## config.mk

```make
export PLATFORM = sky130hd
export DESIGN_NAME = alignment_to_rle_state_path_top
export DESIGN_NICKNAME = d
export VERILOG_FILES = /design/src/hdl/a2rsp_pkg.sv /design/src/hdl/alignment_to_rle_state_path_top.sv /design/src/hdl/a2rsp_step.sv
export VERILOG_INCLUDE_DIRS = /design/src /design/src/hdl
export SDC_FILE = /design/constraint.sdc
export NUM_CORES = 1
export LEC_CHECK = 0
export ABC_AREA = 0
export BUFFER_PORTS_ARGS = -buffer_cell sky130_fd_sc_hd__buf_4
export CAP_MARGIN = 15
export CORE_ASPECT_RATIO = 1.2
export CORE_UTILIZATION = 55
export DETAILED_ROUTE_END_ITERATION = 8
export PLACE_DENSITY = 0.81
export SYNTH_ARGS = -nofsm -noshare
export SYNTH_HDL_FRONTEND = slang
export SYNTH_SLANG_ARGS = --single-unit
export TNS_END_PERCENT = 100
```

## constraint.sdc

```tcl
create_clock -name clk -period 14.5 [get_ports clk]
set_input_delay 0 -clock clk [delete_from_list [all_inputs] [get_ports clk]]
set_output_delay 0 -clock clk [all_outputs]
set_load 0.05 [all_outputs]
```

## src/hdl/assert_macros.svh

```systemverilog
// ---------------------------------------------------------------------------
// Assertion macros used by the RTL of the state path encoder.
// Each macro expects signals named clk and arst_n in the using module.
// ---------------------------------------------------------------------------
`ifndef ASSERT_MACROS_SVH
`define ASSERT_MACROS_SVH

// Same-cycle implication, checked out of reset
`define ASSERT_NOW(lbl, ante, cons, msg) \
	lbl: assert property (@(posedge clk) disable iff (!arst_n) (ante) |-> (cons)) \
		else $error(msg);

// Next-cycle implication, checked out of reset
`define ASSERT_NEXT(lbl, ante, cons, msg) \
	lbl: assert property (@(posedge clk) disable iff (!arst_n) (ante) |=> (cons)) \
		else $error(msg);

`endif

```

## src/hdl/a2rsp_pkg.sv

```systemverilog
// ---------------------------------------------------------------------------
// a2rsp_pkg
// Types and codes of the alignment to run-length state path encoder.
// ---------------------------------------------------------------------------
package a2rsp_pkg;

	localparam int COL_W       = 17;
	localparam int LEN_W       = 17;
	localparam int MAX_RESULTS = 4;
	localparam int CNT_W       = 3;

	localparam logic [COL_W-1:0] MAX_COLUMNS = COL_W'(65536);
	localparam logic [LEN_W-1:0] RUN_MAX     = '1;

	// request kinds
	localparam logic REQ_SCAN = 1'b0;
	localparam logic REQ_EMIT = 1'b1;

	// result kinds
	localparam logic [1:0] RES_RUN     = 2'd0;
	localparam logic [1:0] RES_SCAN_OK = 2'd1;
	localparam logic [1:0] RES_NO_CONS = 2'd2;

	// profile state codes
	localparam logic [3:0] ST_N  = 4'd0;
	localparam logic [3:0] ST_L  = 4'd1;
	localparam logic [3:0] ST_G  = 4'd2;
	localparam logic [3:0] ST_ML = 4'd3;
	localparam logic [3:0] ST_MG = 4'd4;
	localparam logic [3:0] ST_IL = 4'd5;
	localparam logic [3:0] ST_IG = 4'd6;
	localparam logic [3:0] ST_DL = 4'd7;
	localparam logic [3:0] ST_DG = 4'd8;
	localparam logic [3:0] ST_C  = 4'd9;

	typedef struct packed {
		logic req_type;
		logic is_consensus;
		logic is_gap;
		logic first_column;
		logic last_column;
	} in_item_t;

	typedef struct packed {
		logic [1:0]       result_type;
		logic [3:0]       state_code;
		logic [LEN_W-1:0] run_length;
		logic             last_run;
	} out_item_t;

	// persistent scan and path state
	typedef struct packed {
		logic [COL_W-1:0] column_index;
		logic [COL_W-1:0] first_cons_col;
		logic [COL_W-1:0] last_cons_col;
		logic [COL_W-1:0] last_res_col;
		logic             seen_consensus;
		logic             entered_homology;
		logic [3:0]       open_state;
		logic [LEN_W-1:0] open_len;
		logic             run_open;
	} ctx_t;

	// outcome of one column
	typedef struct packed {
		ctx_t                             ctx;
		logic [CNT_W-1:0]                 cnt;
		out_item_t [MAX_RESULTS-1:0]      res;
	} step_t;

endpackage

```

## src/hdl/alignment_to_rle_state_path_top.sv

```systemverilog
// ---------------------------------------------------------------------------
// alignment_to_rle_state_path_top
// Scans alignment columns for consensus boundaries, then emits the
// run-length encoded local or glocal profile state path.
//
//   channel | direction | payload                 | handshake
//   in      | input     | in_item  (in_item_t)    | in_valid / in_ready
//   out     | output    | out_item (out_item_t)   | out_valid / out_ready
//   cfg     | input     | cfg_data (glocal_mode)  | cfg_valid / cfg_ready
//
// Each column is held in the input register, then its 0 to 4 results
// load the result buffer, which sends one item per cycle while out_ready is high.
// A new column is taken every cycle while the buffer can be refilled; else
// a column waits in the input register until the buffer is empty or its last
// result is taken. A column passes the input register, then the result buffer.
// Reset clears all scan and path state and selects local mode; the config
// port is always ready.
// ---------------------------------------------------------------------------
module alignment_to_rle_state_path_top (
	input  logic                 clk,
	input  logic                 arst_n,
	input  logic                 in_valid,
	output logic                 in_ready,
	input  a2rsp_pkg::in_item_t  in_item,
	output logic                 out_valid,
	input  logic                 out_ready,
	output a2rsp_pkg::out_item_t out_item,
	input  logic                 cfg_valid,
	output logic                 cfg_ready,
	input  logic                 cfg_data
);

`include "assert_macros.svh"

	logic                                          glocal_q;
	a2rsp_pkg::ctx_t                               ctx_q;
	logic                                          valid_s1;
	a2rsp_pkg::in_item_t                           item_s1;
	logic [a2rsp_pkg::CNT_W-1:0]                   cnt_s2;
	a2rsp_pkg::out_item_t [a2rsp_pkg::MAX_RESULTS-1:0] res_s2;
	a2rsp_pkg::step_t                              step;
	logic                                          s2_free;
	logic                                          fire_s1;
	logic                                          out_fire;

	// config register
	assign cfg_ready = 1'b1;
	always_ff @(posedge clk or negedge arst_n) begin
		if (!arst_n) begin
			glocal_q <= 1'b0;
		end else if (cfg_valid && cfg_ready) begin
			glocal_q <= cfg_data;
		end
	end

	// handshake control
	assign out_valid = (cnt_s2 != '0);
	assign out_fire  = out_valid && out_ready;
	assign s2_free   = (cnt_s2 == '0) || (cnt_s2 == a2rsp_pkg::CNT_W'(1) && out_ready);
	assign fire_s1   = valid_s1 && s2_free;
	assign in_ready  = !valid_s1 || fire_s1;
	assign out_item  = res_s2[0];

	// input register
	always_ff @(posedge clk or negedge arst_n) begin
		if (!arst_n) begin
			valid_s1 <= 1'b0;
		end else if (in_ready) begin
			valid_s1 <= in_valid;
		end
	end

	always_ff @(posedge clk) begin
		if (in_valid && in_ready) item_s1 <= in_item;
	end

	a2rsp_step u_step (
		.item   (item_s1),
		.glocal (glocal_q),
		.ctx    (ctx_q),
		.step   (step)
	);

	// context and result count
	always_ff @(posedge clk or negedge arst_n) begin
		if (!arst_n) begin
			ctx_q  <= '0;
			cnt_s2 <= '0;
		end else begin
			if (fire_s1) begin
				ctx_q  <= step.ctx;
				cnt_s2 <= step.cnt;
			end else if (out_fire) begin
				cnt_s2 <= cnt_s2 - 1'b1;
			end
		end
	end

	// result buffer, head at entry 0
	always_ff @(posedge clk) begin
		if (fire_s1) begin
			res_s2 <= step.res;
		end else if (out_fire) begin
			for (int k = 0; k < a2rsp_pkg::MAX_RESULTS - 1; k++) begin
				res_s2[k] <= res_s2[k+1];
			end
		end
	end

	`ASSERT_NOW(a_cnt_range, 1'b1, cnt_s2 <= a2rsp_pkg::CNT_W'(a2rsp_pkg::MAX_RESULTS), "result count above four")
	`ASSERT_NOW(a_open_len, ctx_q.run_open, ctx_q.open_len != '0, "open run has zero length")
	`ASSERT_NOW(a_col_sat, 1'b1, ctx_q.column_index <= a2rsp_pkg::MAX_COLUMNS, "column index past limit")
	`ASSERT_NEXT(a_load_shows, fire_s1 && step.cnt != '0, out_valid, "loaded results not shown")
	`ASSERT_NOW(a_scan_clean, out_valid && out_item.result_type != a2rsp_pkg::RES_RUN, out_item.state_code == a2rsp_pkg::ST_N && out_item.run_length == '0 && !out_item.last_run, "scan result carries run fields")

endmodule

```

## src/hdl/a2rsp_step.sv

```systemverilog
// ---------------------------------------------------------------------------
// a2rsp_step
// Maps one alignment column to its state additions, merges them into runs
// and returns the next context with up to four closed results.
// ---------------------------------------------------------------------------
module a2rsp_step (
	input  a2rsp_pkg::in_item_t item,
	input  logic                glocal,
	input  a2rsp_pkg::ctx_t     ctx,
	output a2rsp_pkg::step_t    step
);

	always_comb begin
		a2rsp_pkg::ctx_t                             c;
		a2rsp_pkg::out_item_t [a2rsp_pkg::MAX_RESULTS-1:0] r;
		logic [a2rsp_pkg::CNT_W-1:0]                 n;
		logic [a2rsp_pkg::COL_W-1:0]                 base;
		logic [a2rsp_pkg::COL_W-1:0]                 i;
		logic [a2rsp_pkg::COL_W-1:0]                 rcol;
		logic [3:0]                                  add_en;
		logic [3:0]                                  add_st [4];

		c      = ctx;
		r      = '0;
		n      = '0;
		add_en = '0;
		for (int k = 0; k < 4; k++) begin
			add_st[k] = a2rsp_pkg::ST_N;
		end

		// column count, restarted by the first column, saturating
		base = item.first_column ? '0 : ctx.column_index;
		i    = (base < a2rsp_pkg::MAX_COLUMNS) ? base + 1'b1 : base;
		rcol = (ctx.last_res_col > ctx.first_cons_col) ? ctx.last_res_col
			: ctx.first_cons_col;

		if (item.req_type == a2rsp_pkg::REQ_SCAN) begin
			// scan pass: track consensus boundaries
			if (item.first_column) begin
				c.first_cons_col = '0;
				c.last_cons_col  = '0;
				c.last_res_col   = '0;
				c.seen_consensus = 1'b0;
			end
			c.column_index = i;
			if (item.is_consensus) begin
				if (!c.seen_consensus) begin
					c.first_cons_col = i;
					c.seen_consensus = 1'b1;
				end
				c.last_cons_col = i;
				if (!item.is_gap) c.last_res_col = i;
			end
			if (item.last_column) begin
				r[0].result_type = c.seen_consensus ? a2rsp_pkg::RES_SCAN_OK
					: a2rsp_pkg::RES_NO_CONS;
				n = a2rsp_pkg::CNT_W'(1);
			end
		end else if (ctx.seen_consensus) begin
			// emit pass: path restart
			if (item.first_column) begin
				c.entered_homology = 1'b0;
				c.run_open         = 1'b0;
				c.open_len         = '0;
				add_en[0]          = 1'b1;
			end
			c.column_index = i;
			add_st[1] = glocal ? a2rsp_pkg::ST_G : a2rsp_pkg::ST_L;
			add_en[1] = (i == ctx.first_cons_col);

			// state of the column itself, then the trailing C
			if (glocal) begin
				if (item.is_consensus) begin
					add_en[2] = 1'b1;
					add_st[2] = item.is_gap ? a2rsp_pkg::ST_DG : a2rsp_pkg::ST_MG;
				end else if (!item.is_gap) begin
					add_en[2] = 1'b1;
					if (i > ctx.last_cons_col)       add_st[2] = a2rsp_pkg::ST_C;
					else if (i > ctx.first_cons_col) add_st[2] = a2rsp_pkg::ST_IG;
					else                             add_st[2] = a2rsp_pkg::ST_N;
				end
				add_en[3] = (i == ctx.last_cons_col);
			end else begin
				if (item.is_consensus) begin
					if (item.is_gap) begin
						if (!c.entered_homology) begin
							add_en[2] = 1'b1;
							add_st[2] = a2rsp_pkg::ST_L;
						end else if (i <= rcol) begin
							add_en[2] = 1'b1;
							add_st[2] = a2rsp_pkg::ST_DL;
						end
					end else begin
						c.entered_homology = 1'b1;
						add_en[2] = 1'b1;
						add_st[2] = a2rsp_pkg::ST_ML;
					end
				end else if (!item.is_gap) begin
					add_en[2] = 1'b1;
					if (i > rcol) begin
						c.entered_homology = 1'b1;
						add_st[2] = a2rsp_pkg::ST_C;
					end else if (c.entered_homology && i > ctx.first_cons_col) begin
						add_st[2] = a2rsp_pkg::ST_IL;
					end else begin
						add_st[2] = a2rsp_pkg::ST_N;
					end
				end
				add_en[3] = item.last_column;
			end
			add_st[3] = a2rsp_pkg::ST_C;

			// merge additions into runs, closing runs on a state change
			for (int k = 0; k < 4; k++) begin
				if (add_en[k]) begin
					if (c.run_open && add_st[k] == c.open_state) begin
						if (c.open_len != a2rsp_pkg::RUN_MAX) c.open_len = c.open_len + 1'b1;
					end else begin
						if (c.run_open && n < a2rsp_pkg::CNT_W'(a2rsp_pkg::MAX_RESULTS)) begin
							r[n[1:0]].result_type = a2rsp_pkg::RES_RUN;
							r[n[1:0]].state_code  = c.open_state;
							r[n[1:0]].run_length  = c.open_len;
							r[n[1:0]].last_run    = 1'b0;
							n = n + 1'b1;
						end
						c.open_state = add_st[k];
						c.open_len   = a2rsp_pkg::LEN_W'(1);
						c.run_open   = 1'b1;
					end
				end
			end

			// final column closes the path
			if (item.last_column) begin
				if (c.run_open && n < a2rsp_pkg::CNT_W'(a2rsp_pkg::MAX_RESULTS)) begin
					r[n[1:0]].result_type = a2rsp_pkg::RES_RUN;
					r[n[1:0]].state_code  = c.open_state;
					r[n[1:0]].run_length  = c.open_len;
					r[n[1:0]].last_run    = 1'b1;
					n = n + 1'b1;
				end
				c.run_open = 1'b0;
				c.open_len = '0;
			end
		end

		step.ctx = c;
		step.cnt = n;
		step.res = r;
	end

endmodule
```

==> impl_metrics.csv, run 1 <==
group,metric,value,unit
sta,setup_viol,0,
place,gp_congestion,1.07,
status,status,"finished, violations left",
power,vdd_drop_max,0.000177,V
power,swShare,51.4,%
yosys,yosysTopAreaCell,"edfxtp_1",
sta,worst_slew_pin_slew,2290,ps
power,powerDensity,219,mW/mm^2
power,power.internal,1.70,mW
power,switchingPower,1.80,mW
drt,viasPerCell,7.19,
sta,fin_crit,9500,ps
sta,max_freq,105,MHz
clock_tree,cts_num_sinks,192,
power,p_comb_share,60.0,%
drt,vias,14700,
power,p_seq_share,25.7,%
yosys,syn_area_per_cell,8.69,um^2
place,pre_cts_slack,5210,ps
drt,ant_nets,0,
layout,syn_to_final_growth,7.58,%
floorplanning,rows,65,
layout,drive_gt1_share,9.25,%
layout,n_fill_cell,2269,
floorplanning,die_area,0.0277,mm^2
yosys,async_flop_share,50.5,%
critical_path,required,14680,ps
layout,regArea,0.00528,mm^2
sta,relSlewSlack,-53.9,%
clock_tree,postCtsSetupRepairBufs,0,
critical_path,arrival,9680,ps
floorplanning,initial_core_util,56.2,%
clock_tree,root_buffer,"clkbuf_16",
clock_tree,cts_resized,0,
power,leakage,6.16,nW
place,io_buffers,36,
global_route,grt_pass1_vias,14300,
clock_tree,h-tree-depth,4,
clock_tree,cts_made_buffers,17,
power,clockPowerShare,14.4,%
drt,first_pass_iters,9,
yosys,ys.flop_type,"dfrtp_1",
yosys,synth-edff-count,95,
sta,slew_viol_final,30,
floorplanning,die_w,152,um
global_route,grt_first_pass_wirelength,79.1,mm
drt,routedWlPerCell,24.6,um
sta,hold_violations,0,
floorplanning,io_pins,38,
global_route,grt_max_degree,74,
clock_tree,cts_tree,"yes",
critical_path,worstPathMaxFanout,25,
critical_path,crit_top_cell,"o21a_1",
clock_tree,clk_latency,470,ps
drt,route.detailed.drc,10,
clock_tree,cts_buffer_depth,2,
yosys,synth-seq-cells,192,
layout,nets,1793,
yosys,synth_area_leaders,"edfxtp_1 (19%), dfrtp_1 (16%), ha_1 (7.3%)",
sta,finalCritPeriodShare,65.5,%
yosys,synthDistinctLibCells,94,
drt,drt_wl_total,50.2,mm
layout,finalCoreUtilization,60.4,%
place,dp_hpwl,36.2,mm
yosys,syn_area,0.0148,mm^2
layout,multiInputGateArea,0.00883,mm^2
yosys,yosysSeqAreaShare,35.6,%
sta,whs,28.3,ps
global_route,grt_use_total,36.9,%
flow_run,cap_violations,0,
drt,first_iter_violations,1934,
critical_path,cp_num_buf_inv,2,
floorplanning,fp.dieH,182,um
critical_path,endpoint_kind,"flip-flop",
yosys,yosysMostFrequentCell,"nand2_1",
floorplanning,core_area,0.0264,mm^2
yosys,yosys_warnings,0,
layout,diodes,0,
critical_path,critical_path_class,"reg -> reg",
clock_tree,cts_hold_buf,10,
yosys,netlist_instances,1709,
yosys,synth_top_area_share,19.2,%
status,violations,"DRC, slew limit",
sta,setup_ws,5000,ps
clock_tree,clkTransAtPathRegs,80,ps
global_route,grt_overflow,0,
sta,rsz0062_at_grt,"no",
global_route,antenna_found_initial,0,
sta,setup_tns,0,ps
min_path,hp-class,"in -> async",
sta,clock_skew,20.1,ps
critical_path,start_kind,"flip-flop",
critical_path,slowest_delay,860,ps
critical_path,crit_slowest_cell,"o21ai_2",
yosys,synth_common_cells,"nand2_1 (198), o21ai_0 (128), nor2_1 (127)",
critical_path,critPathTopFamily,"compound AO/OA/AOI/OAI gates",
==> kinds of logic after synthesis <==
logic type      share of synthesized area (%)
compound gates                           24.5
xor+xnor                                 1.95
fa+ha+maj                                7.33
buf+inv                                  5.07
flops                                    35.6
mux                                      3.35
other cells                            0.0506
simple gates                             22.1
==> power by group through the flow <==
| stage | registers [mW] | clock network (mW) | logic [mW] |
|---|---|---|---|
| CTS | 0.896 | 0.503 | 2.01 |
| global route | 0.916 | 0.518 | 2.24 |
| global placement | 0.899 | 0 | 1.96 |
| detailed placement | 0.904 | 0 | 1.99 |
| finish | 0.899 | 0.503 | 2.10 |
| floorplan | 0.864 | 0 | 1.48 |
==> metrics by stage <==
| stage | cells | area (um^2) | total power, mW |
|---|---|---|---|
| after floorplan | 1712 | 14900 | 2.35 |
| after global placement | 1999 | 15200 | 2.86 |
| after detailed placement | 2000 | 15200 | 2.90 |
| after CTS | 2042 | 16000 | 3.40 |
| after global routing | 2043 | 16000 | 3.67 |
| final | 2043 | 16000 | 3.50 |
==> layout by cell type, fill, tap and decap left out, types with 15 or more instances in the layout <==
cell and instances:
a21oi_1 69, nand4_1 32, and2_1 20, a31oi_1 33
o21ai_0 128, nor2b_1 20, nor3_1 48, a22oi_1 26
a22o_1 42, a211oi_1 18, o22ai_1 22, mux2i_1 25
mux2_2 22, edfxtp_1 95, nor4_1 15, or3_1 17
dfrtp_1 97, nand3_1 74, xor2_1 17, and3_1 24
nand2b_1 15, nor2_1 127, clkbuf_16 19, o211ai_1 23
inv_1 60, o31ai_1 15, buf_4 65, ha_1 87
nand2_1 197, xnor2_1 16
==> layer usage <==
metal	global-route usage [%]	part of all wire [%]
met3	8.42	10
met4	21.8	5.5
met2	58.9	46
met1	45.8	39
met5	0	0
==> cell type report <==
cell class / count / share of cell area [%]
clock buffer: 20 / 3.00
timing repair buffer: 76 / 3.71
inverter: 62 / 1.46
multi-input combinational: 1346 / 55.3
clock inverter: 12 / 0.862
tap: 335 / 2.62
sequential: 192 / 33.1
==> final timing paths <==
| kind | endpoint | from | slack [ps] | cells past startpoint |
|---|---|---|---|---|
| max in group asynchronous | ctx_q[7]$_DFFE_PN0P_ | arst_n | 13160 | 3 |
| hold / removal | ctx_q[36]$_DFFE_PN0P_ | arst_n | 30 | 2 |
| min in group clk | item_s1[2]$_DFFE_PP_ | in_item[2] | 250 | 2 |
| setup / recovery | res_s2[74]$_SDFFCE_PN0P_ | ctx_q[25]$_DFFE_PN0P_ | 5000 | 33 |
| setup reg to reg | res_s2[74]$_SDFFCE_PN0P_ | ctx_q[25]$_DFFE_PN0P_ | 5000 | 33 |
| hold reg to reg | ctx_q[43]$_DFFE_PN0P_ | ctx_q[43]$_DFFE_PN0P_ | 490 | 2 |
==> state kept, by name, summed over array words and instances (netlist names) <==
| signal | cells |
|---|---|
| ctx_q | 92 |
| res_s2 | 66 |
| out_item | 24 |
| item_s1 | 5 |
| cnt_s2 | 3 |
| glocal_q | 1 |
| valid_s1 | 1 |
(Power assumes the default switching activity.)
==> inputs of run 2 (changes only) <==
--- a/config.mk
+++ b/config.mk
@@ -6,13 +6,13 @@
 export SDC_FILE = /design/constraint.sdc
 export NUM_CORES = 1
 export LEC_CHECK = 0
-export ABC_AREA = 0
+export ABC_AREA = 1
 export BUFFER_PORTS_ARGS = -buffer_cell sky130_fd_sc_hd__buf_4
 export CAP_MARGIN = 15
 export CORE_ASPECT_RATIO = 1.2
 export CORE_UTILIZATION = 55
 export DETAILED_ROUTE_END_ITERATION = 8
-export PLACE_DENSITY = 0.81
+export PLACE_DENSITY = 0.83
 export SYNTH_ARGS = -nofsm -noshare
 export SYNTH_HDL_FRONTEND = slang
 export SYNTH_SLANG_ARGS = --single-unit
==> constraint.sdc (replaced) <==
create_clock -name clk -period 7.8 [get_ports clk]
set_input_delay 0 -clock clk [delete_from_list [all_inputs] [get_ports clk]]
set_output_delay 0 -clock clk [all_outputs]
set_load 0.05 [all_outputs]
==> run 2 against run 1 <==
  * The run now ends clean
  * Power grew 81%
  * Combinational power grew 75%
  * Non-clock buffer count grew 42
  * Design area grew 6.5%
  * Critical endpoint is now out_item[6]$_DFFE_PP_
  * Flip-flop and latch count is the same
  * Maximum frequency grew 31%
  * Critical path type unchanged
  * Setup slack lost 4400 ps
  * First-iteration DRC count is essentially flat
==> impl_metrics.csv, run 2 <==
group,metric,value,unit
yosys,synth-edff-count,95,
power,p_comb_share,58.2,%
yosys,ys.flop_type,"dfrtp_1",
critical_path,r2r_start,"item_s1[1]$_DFFE_PP_",
global_route,antenna_found_initial,2,
clock_tree,cts_num_sinks,192,
power,swShare,52.3,%
floorplanning,rows,67,
critical_path,endpoint,"out_item[6]$_DFFE_PP_",
critical_path,endpoint_kind,"flip-flop",
power,p_seq_share,27.3,%
yosys,synth_common_cells,"nand2_1 (681), inv_1 (222), o21ai_0 (214)",
layout,final_area,0.0170,mm^2
power,clockPowerShare,14.5,%
sta,clock_skew,18.5,ps
floorplanning,core_area,0.0278,mm^2
critical_path,rrSetupSlack,570,ps
yosys,yosysSeqAreaShare,33.9,%
yosys,synthDistinctLibCells,60,
yosys,synth-seq-cells,192,
critical_path,required,8100,ps
layout,final_cell_mix,"nand2_1 (681), inv_1 (221), o21ai_0 (214)",
sta,relSlewSlack,12.6,%
status,status,"completed",
clock_tree,cts_made_buffers,17,
layout,nets,2343,
place,dp_hpwl,45.1,mm
floorplanning,io_pins,38,
floorplanning,die_w,156,um
place,io_buffers,36,
sta,worst_slew_pin_slew,1300,ps
global_route,grt_overflow,0,
clock_tree,cts_buffer_depth,2,
drt,drt_wl_total,61.1,mm
floorplanning,die_area,0.0290,mm^2
place,pre_cts_slack,547,ps
yosys,synth_top_area_share,18.3,%
yosys,syn_area_per_cell,7.00,um^2
clock_tree,root_buffer,"clkbuf_16",
clock_tree,cts_tree,"yes",
critical_path,setup.worst_path.start,"item_s1[1]$_DFFE_PP_",
layout,drive_gt1_share,11.0,%
drt,vias,16200,
drt,ant_nets,0,
power,switchingPower,3.31,mW
power,leakage,8.15,nW
power,powerDensity,372,mW/mm^2
floorplanning,initial_core_util,55.9,%
place,gp_congestion,1.06,
yosys,netlist_instances,2222,
clock_tree,clk_latency,470,ps
clock_tree,clkTransAtPathRegs,80,ps
yosys,yosysMostFrequentCell,"nand2_1",
yosys,syn_area,0.0156,mm^2
critical_path,regToRegEndpoint,"out_item[6]$_DFFE_PP_",
critical_path,crit_top_cell,"nand2_1",
floorplanning,fp.dieH,186,um
yosys,synth_area_leaders,"edfxtp_1 (18%), nand2_1 (16%), dfrtp_1 (16%)",
global_route,grt_max_degree,71,
sta,fin_crit,7230,ps
global_route,grt_use_total,43.3,%
layout,largest_reg_flops,92,
yosys,yosysTopAreaCell,"edfxtp_1",
flow_run,cap_violations,0,
critical_path,start_kind,"flip-flop",
place,placedInstanceArea,0.0163,mm^2
sta,finalCritPeriodShare,92.7,%
sta,setup_tns,0,ps
drt,routedWlPerCell,23.2,um
min_path,hp-class,"in -> async",
critical_path,arrival,7530,ps
sta,rsz0062_at_grt,"no",
layout,syn_to_final_growth,9.36,%
sta,slew_viol_final,0,
sta,setup_viol,0,
drt,first_pass_iters,6,
power,vdd_drop_max,0.000201,V
drt,first_iter_violations,1933,
sta,max_freq,138,MHz
critical_path,worstPathMaxFanout,31,
yosys,yosys_warnings,0,
global_route,grt_pass1_vias,16100,
critical_path,crit_slowest_cell,"o21ai_0",
critical_path,critical_path_class,"reg -> reg",
drt,viasPerCell,6.15,
sta,setup_ws,571,ps
clock_tree,h-tree-depth,4,
power,power.total,6.33,mW
power,power.internal,3.02,mW
yosys,async_flop_share,50.5,%
critical_path,slowest_delay,1010,ps
layout,layout_commonest_cell,"nand2_1",
critical_path,r2r_cells,32,
layout,top_register,"ctx_q",
sta,hold_violations,0,
global_route,grt_first_pass_wirelength,92.4,mm
drt,route.detailed.drc,0,
[run 2: changes by cell type after synthesis, moves of 39 or more]
cell,previous run,this run
nor3_1,48,9
inv_1,61,222
a22o_1,42,1
nor2_1,127,173
o21ai_0,128,214
nand2_1,198,681
[run 2: cells by family after synthesis]
family | share of synthesized area, %
and+or+nand+nor | 30.7
other | 0.0483
AOI/OAI and AO/OA | 16.9
xor gates and xnor gates | 1.69
buffers and inverters | 9.74
DFF | 33.9
adders and majority gates | 7.00
[run 2: timing repair]
item | CTS | global route
resized for setup | 0 | 3
hold buffers | 10 | 0
buffers inserted | 0 | 1
setup endpoints to repair | 0 | 78
hold endpoints to repair | 41 | 0
[run 2: layer usage]
layer | up-vias | track usage (%) | routed length, um
li1 | 7417 | - | -
met1 | 7547 | 43.4 | 20400
met2 | 935 | 74.7 | 29600
met3 | 333 | 8.69 | 4600
met4 | 2 | 42.8 | 6440
met5 | - | 0 | 18
[run 2: final cells by class]
cell class | instances | area (um^2)
Antenna cell | 1 | 2.50
Clock buffer | 19 | 454
Clock inverter | 13 | 135
Fill cell | 2681 | 10800
Inverter | 239 | 905
Multi-Input combinational cell | 1677 | 8810
Sequential cell | 192 | 5280
Tap cell | 379 | 474
Timing Repair Buffer | 118 | 961
[run 2: metrics by stage]
| step | hold WS [ps] | util (%) | std cells |
|---|---|---|---|
| floorplan | -296 | - | 2225 |
| global placement | -10.5 | 58.6 | 2593 |
| detailed placement | -2.35 | 58.6 | 2593 |
| CTS | 64.9 | 61.0 | 2635 |
| global route | 105 | 61.1 | 2637 |
| finish | 44.9 | 61.1 | 2638 |
[run 2: power groups by stage]
stage	sequential [mW]	clock (mW)	combinational (mW)
CTS	1.71	0.910	3.54
floorplan	1.64	0	2.42
global placement	1.72	0	3.46
detailed placement	1.73	0	3.51
global route	1.76	0.950	3.97
finish	1.73	0.918	3.68
[run 2: worst max-delay path, delay by kind of cell (launching register included)]
family	cells	cell delay, ps
compound gates	5	1910
simple gates	17	2610
flops	1	580
fa+ha+maj	2	480
xor+xnor	1	170
buf+inv	7	1310
[run 2: how the worst min path moves through the flow]
stage / from / to / slack [ps] / cells after the start
finish: arst_n / ctx_q[36]$_DFFE_PN0P_ / 40 / 2
global route: arst_n / ctx_q[9]$_DFFE_PN0P_ / 100 / 2
CTS: arst_n / ctx_q[6]$_DFFE_PN0P_ / 60 / 2
detailed placement: arst_n / ctx_q[54]$_DFFE_PN0P_ / -2 / 1
global placement: arst_n / ctx_q[54]$_DFFE_PN0P_ / -10 / 1
floorplan: arst_n / cnt_s2[0]$_DFFE_PN0P_ / -300 / 0
